==> src/sv/sfa_pkg.sv <==
// Shared widths, payload types and register codes of the separation force accumulator.
package sfa_pkg;

    localparam int COORD_WIDTH = 32;
    localparam int FRAC_BITS   = 16;
    localparam int ACC_WIDTH   = 48;

    localparam int RADIUS_W   = 31;
    localparam int FALLBACK_W = 18;
    localparam int OUT_W      = 32;
    localparam int NEAR_LIMIT = 7;

    localparam int DIFF_W = COORD_WIDTH + 1;
    localparam int MUL_W  = DIFF_W;
    localparam int PROD_W = 2 * MUL_W;
    localparam int SUM_W  = PROD_W + 2;
    localparam int ROOT_W = SUM_W / 2;
    localparam int CMP_W  = ROOT_W + 2;
    localparam int DVD_W  = ROOT_W + FRAC_BITS;
    localparam int UNIT_W = FRAC_BITS + 1;
    localparam int LO_W   = MUL_W - 1;
    localparam int HI_W   = DVD_W - LO_W;
    localparam int TOT_W  = UNIT_W + DVD_W;
    localparam int TM_W   = TOT_W - FRAC_BITS;
    localparam int CNT_W  = $clog2(DVD_W + 1);
    localparam int CFG_W  = 3;
    localparam int DATA_W = 32;

    typedef enum logic [CFG_W-1:0] {
        CFG_RADIUS = 3'd0,
        CFG_SELF_X = 3'd1,
        CFG_SELF_Y = 3'd2,
        CFG_SELF_Z = 3'd3,
        CFG_FB_X   = 3'd4,
        CFG_FB_Z   = 3'd5
    } cfg_idx_t;

    typedef struct packed {
        logic signed [COORD_WIDTH-1:0] nbr_x;
        logic signed [COORD_WIDTH-1:0] nbr_y;
        logic signed [COORD_WIDTH-1:0] nbr_z;
        logic                          nbr_present;
        logic                          last_nbr;
    } in_t;

    typedef struct packed {
        logic signed [OUT_W-1:0] force_x;
        logic signed [OUT_W-1:0] force_y;
        logic signed [OUT_W-1:0] force_z;
        logic                    force_saturated;
    } out_t;

endpackage

==> src/sv/sfa_alu.sv <==
// Shared arithmetic unit: compare-subtract step for root and division, and one multiplier.
module sfa_alu (
    input  logic [sfa_pkg::CMP_W-1:0]  cmp_a,
    input  logic [sfa_pkg::CMP_W-1:0]  cmp_b,
    output logic                       cmp_ge,
    output logic [sfa_pkg::CMP_W-1:0]  cmp_diff,
    input  logic [sfa_pkg::MUL_W-1:0]  mul_a,
    input  logic [sfa_pkg::MUL_W-1:0]  mul_b,
    output logic [sfa_pkg::PROD_W-1:0] mul_p
);

    logic [sfa_pkg::CMP_W:0] sub;

    always_comb begin
        sub      = {1'b0, cmp_a} - {1'b0, cmp_b};
        cmp_ge   = ~sub[sfa_pkg::CMP_W];
        cmp_diff = sub[sfa_pkg::CMP_W-1:0];
        mul_p    = sfa_pkg::PROD_W'(mul_a) * sfa_pkg::PROD_W'(mul_b);
    end

endmodule

==> config.mk <==
export PLATFORM = sky130hd
export DESIGN_NAME = sfa_alu
export DESIGN_NICKNAME = d
export VERILOG_FILES = /design/src/sv/sfa_pkg.sv /design/src/sv/sfa_alu.sv
export SDC_FILE = /design/constraint.sdc
export NUM_CORES = 2
export LEC_CHECK = 0
export BUFFER_PORTS_ARGS = -buffer_cell sky130_fd_sc_hd__clkbuf_2
export CAP_MARGIN = 20
export CORE_AREA = 2 2 243 245
export DETAILED_ROUTE_END_ITERATION = 8
export DIE_AREA = 0 0 245 247
export GPL_TIMING_DRIVEN = 0
export PLACE_DENSITY_LB_ADDON = 0.12
export SYNTH_ARGS = -nofsm -noshare
export SYNTH_HDL_FRONTEND = slang
export SYNTH_SLANG_ARGS = --single-unit
export TNS_END_PERCENT = 50
==> constraint.sdc <==
create_clock -name vclk -period 11
set_input_delay 1.1 -clock vclk [all_inputs]
set_output_delay 1.1 -clock vclk [all_outputs]
set_load 0.1 [all_outputs]
==> results.json <==
{
  "synthTopCellsByArea": "fa_1, inv_1, ha_1",
  "path_buf_inv": 7,
  "grt_overflow_total": 0,
  "hold_violations": 0,
  "first_global_vias": 32000,
  "mostFrequentLayoutCell": "inv_1",
  "fin_crit_ps": 10880,
  "ant_nets": 0,
  "core_area_mm2": 0.0582,
  "slowest_stage": "fa_1",
  "worstPathArrival_ps": 9780,
  "finalCritPeriodShare": 0.989,
  "setup_viol": 0,
  "synth_cells": 4275,
  "grt_pass1_wl_mm": 198,
  "synth.distinct_cells": 60,
  "holdCritStartpoint": "cmp_b[0]",
  "syn-num-nets": 5673,
  "clkbuf_count": 0,
  "yosysTopAreaCellShare": 0.515,
  "globalplace.congestion": 1.07,
  "holdPathStages": 4,
  "max-slew-margin-rel": 0.287,
  "crit_path_end_kind": "primary output",
  "wl_mm": 132,
  "drcViolationCount": 0,
  "num_rows": 89,
  "path_class": "primary input to primary output",
  "syn_to_final_growth_pct": 6.27,
  "yosysSeqAreaShare": 0,
  "nets": 5915,
  "max-cap-violations": 0,
  "design.seq.count": 0,
  "hold_slack_ps": 2780,
  "setup_slack_ps": 122,
  "syn_area_mm2": 0.0373,
  "min_to": "cmp_diff[0]",
  "cpMostUsedCell": "fa_1",
  "die_w_um": 245,
  "vias": 30900,
  "place_hpwl_mm": 114,
  "die_h_um": 247,
  "outcome": "complete, no violations",
  "hold_class": "primary input to primary output",
  "final_cell_mix": "inv_1, fa_1, nand2_1, and2_1, ha_1",
  "rsz0062_at_grt": "yes",
  "syn_area_per_cell_um2": 8.73,
  "worst_slew_pin_slew_ps": 1070,
  "multi_input_area_mm2": 0.0325,
  "antenna_found_initial": 9,
  "cp_top_family": "adder cells",
  "dieArea_mm2": 0.0605,
  "regArea_um2": 0,
  "vias_per_cell": 5.82,
  "dp.cells": 5290,
  "critPathMaxFanout": 10,
  "start_util": 0.641,
  "wire_per_inst_um": 24.8,
  "fmax_mhz": 91.9,
  "finalMaxSlewViolations": 0,
  "grt.total_usage": 0.452,
  "holdBufCountCts": 0,
  "dp_slack_ps": -607,
  "yosysWarningCount": 0,
  "fillCellCount": 4918,
  "fin_area_mm2": 0.0396,
  "portBuffers": 241,
  "grt_max_degree": 11,
  "yosys.area.top_type": "fa_1",
  "dr.first_iter.drc_count": 2781,
  "cp_data_required_time_ps": 9900,
  "placed_area_mm2": 0.0395,
  "dr.pass1.iters": 5,
  "cts_setup_buffers": 0,
  "max_stage_delay_ps": 720,
  "final_cell_count_no_fill": 5298,
  "startpoint_type": "primary input",
  "drive_above_1_share": 0.0718,
  "ioPinCount": 241
}
## cell families after synthesis
group,after synthesis,share of synthesized area
buf+inv,1305,0.131
simple gates,1296,0.174
fa+ha+maj,1260,0.616
compound gates,322,0.0576
xor+xnor,92,0.0216
## cell type report
| cell class | count | area share |
|---|---|---|
| multi-input combinational | 2970 | 0.818 |
| inverter | 1086 | 0.103 |
| timing repair buffer | 242 | 0.0310 |
| tap | 773 | 0.0244 |
| buffer | 217 | 0.0227 |
| antenna | 10 | 0.000631 |
## Yosys cell counts (all sizes together), types with 3 or more instances
master and count:
a2111oi 3, a211oi 7, a21boi 7, a21o 72
a21oi 103, a31oi 9, a41o 3, a41oi 6
and2 566, and3 12, and4 3, clkbuf 219
fa 959, ha 301, inv 1086, nand2 581
nand2b 6, nand3 20, nand4 20, nor2 56
nor2b 9, nor3 10, o2111ai 3, o211ai 5
o21a 9, o21ai 46, o21bai 20, o31a 3
o31ai 8, or2 4, xnor2 67, xor2 25
## how the worst max path moves through the flow
stage / startpoint / cells after the start / slack [ps] / endpoint
floorplan: mul_b[0] / 26 / 510 / mul_p[65]
global placement: mul_b[20] / 25 / -580 / mul_p[65]
detailed placement: mul_b[20] / 25 / -610 / mul_p[65]
CTS: mul_a[18] / 32 / -10 / mul_p[62]
global route: mul_a[16] / 31 / -40 / mul_p[64]
finish: mul_a[12] / 25 / 120 / mul_p[65]
## worst min-delay path, cell delays in order
cell and delay (ps):
clkbuf_2 90, ha_1 110, inv_1 30, clkbuf_2 350
## metal layers
metal / track usage / vias to the layer above / share of wire / wire length [um]
met3: 0.136 / 583 / 0.12 / 15800
met5: 0 / - / 0.00093 / 123
met4: 0.309 / 12 / 0.089 / 11700
met2: 0.693 / 1845 / 0.44 / 58600
met1: 0.552 / 15500 / 0.34 / 45400
li1: - / 12900 / - / -
## repair_timing
action | 4_1_cts | 5_1_grt
gates resized for setup | 14 | 142
gates cloned | 0 | 0
pin swaps | 0 | 1
endpoints found under the setup margin | 15 | 20
## stage by stage
step | setup TNS (ps) | utilization
finish | 0 | 0.681
global route | -46.6 | 0.680
CTS | -26.6 | 0.678
detailed placement | -2050 | 0.678
global placement | -3030 | 0.678
floorplan | 0 | -
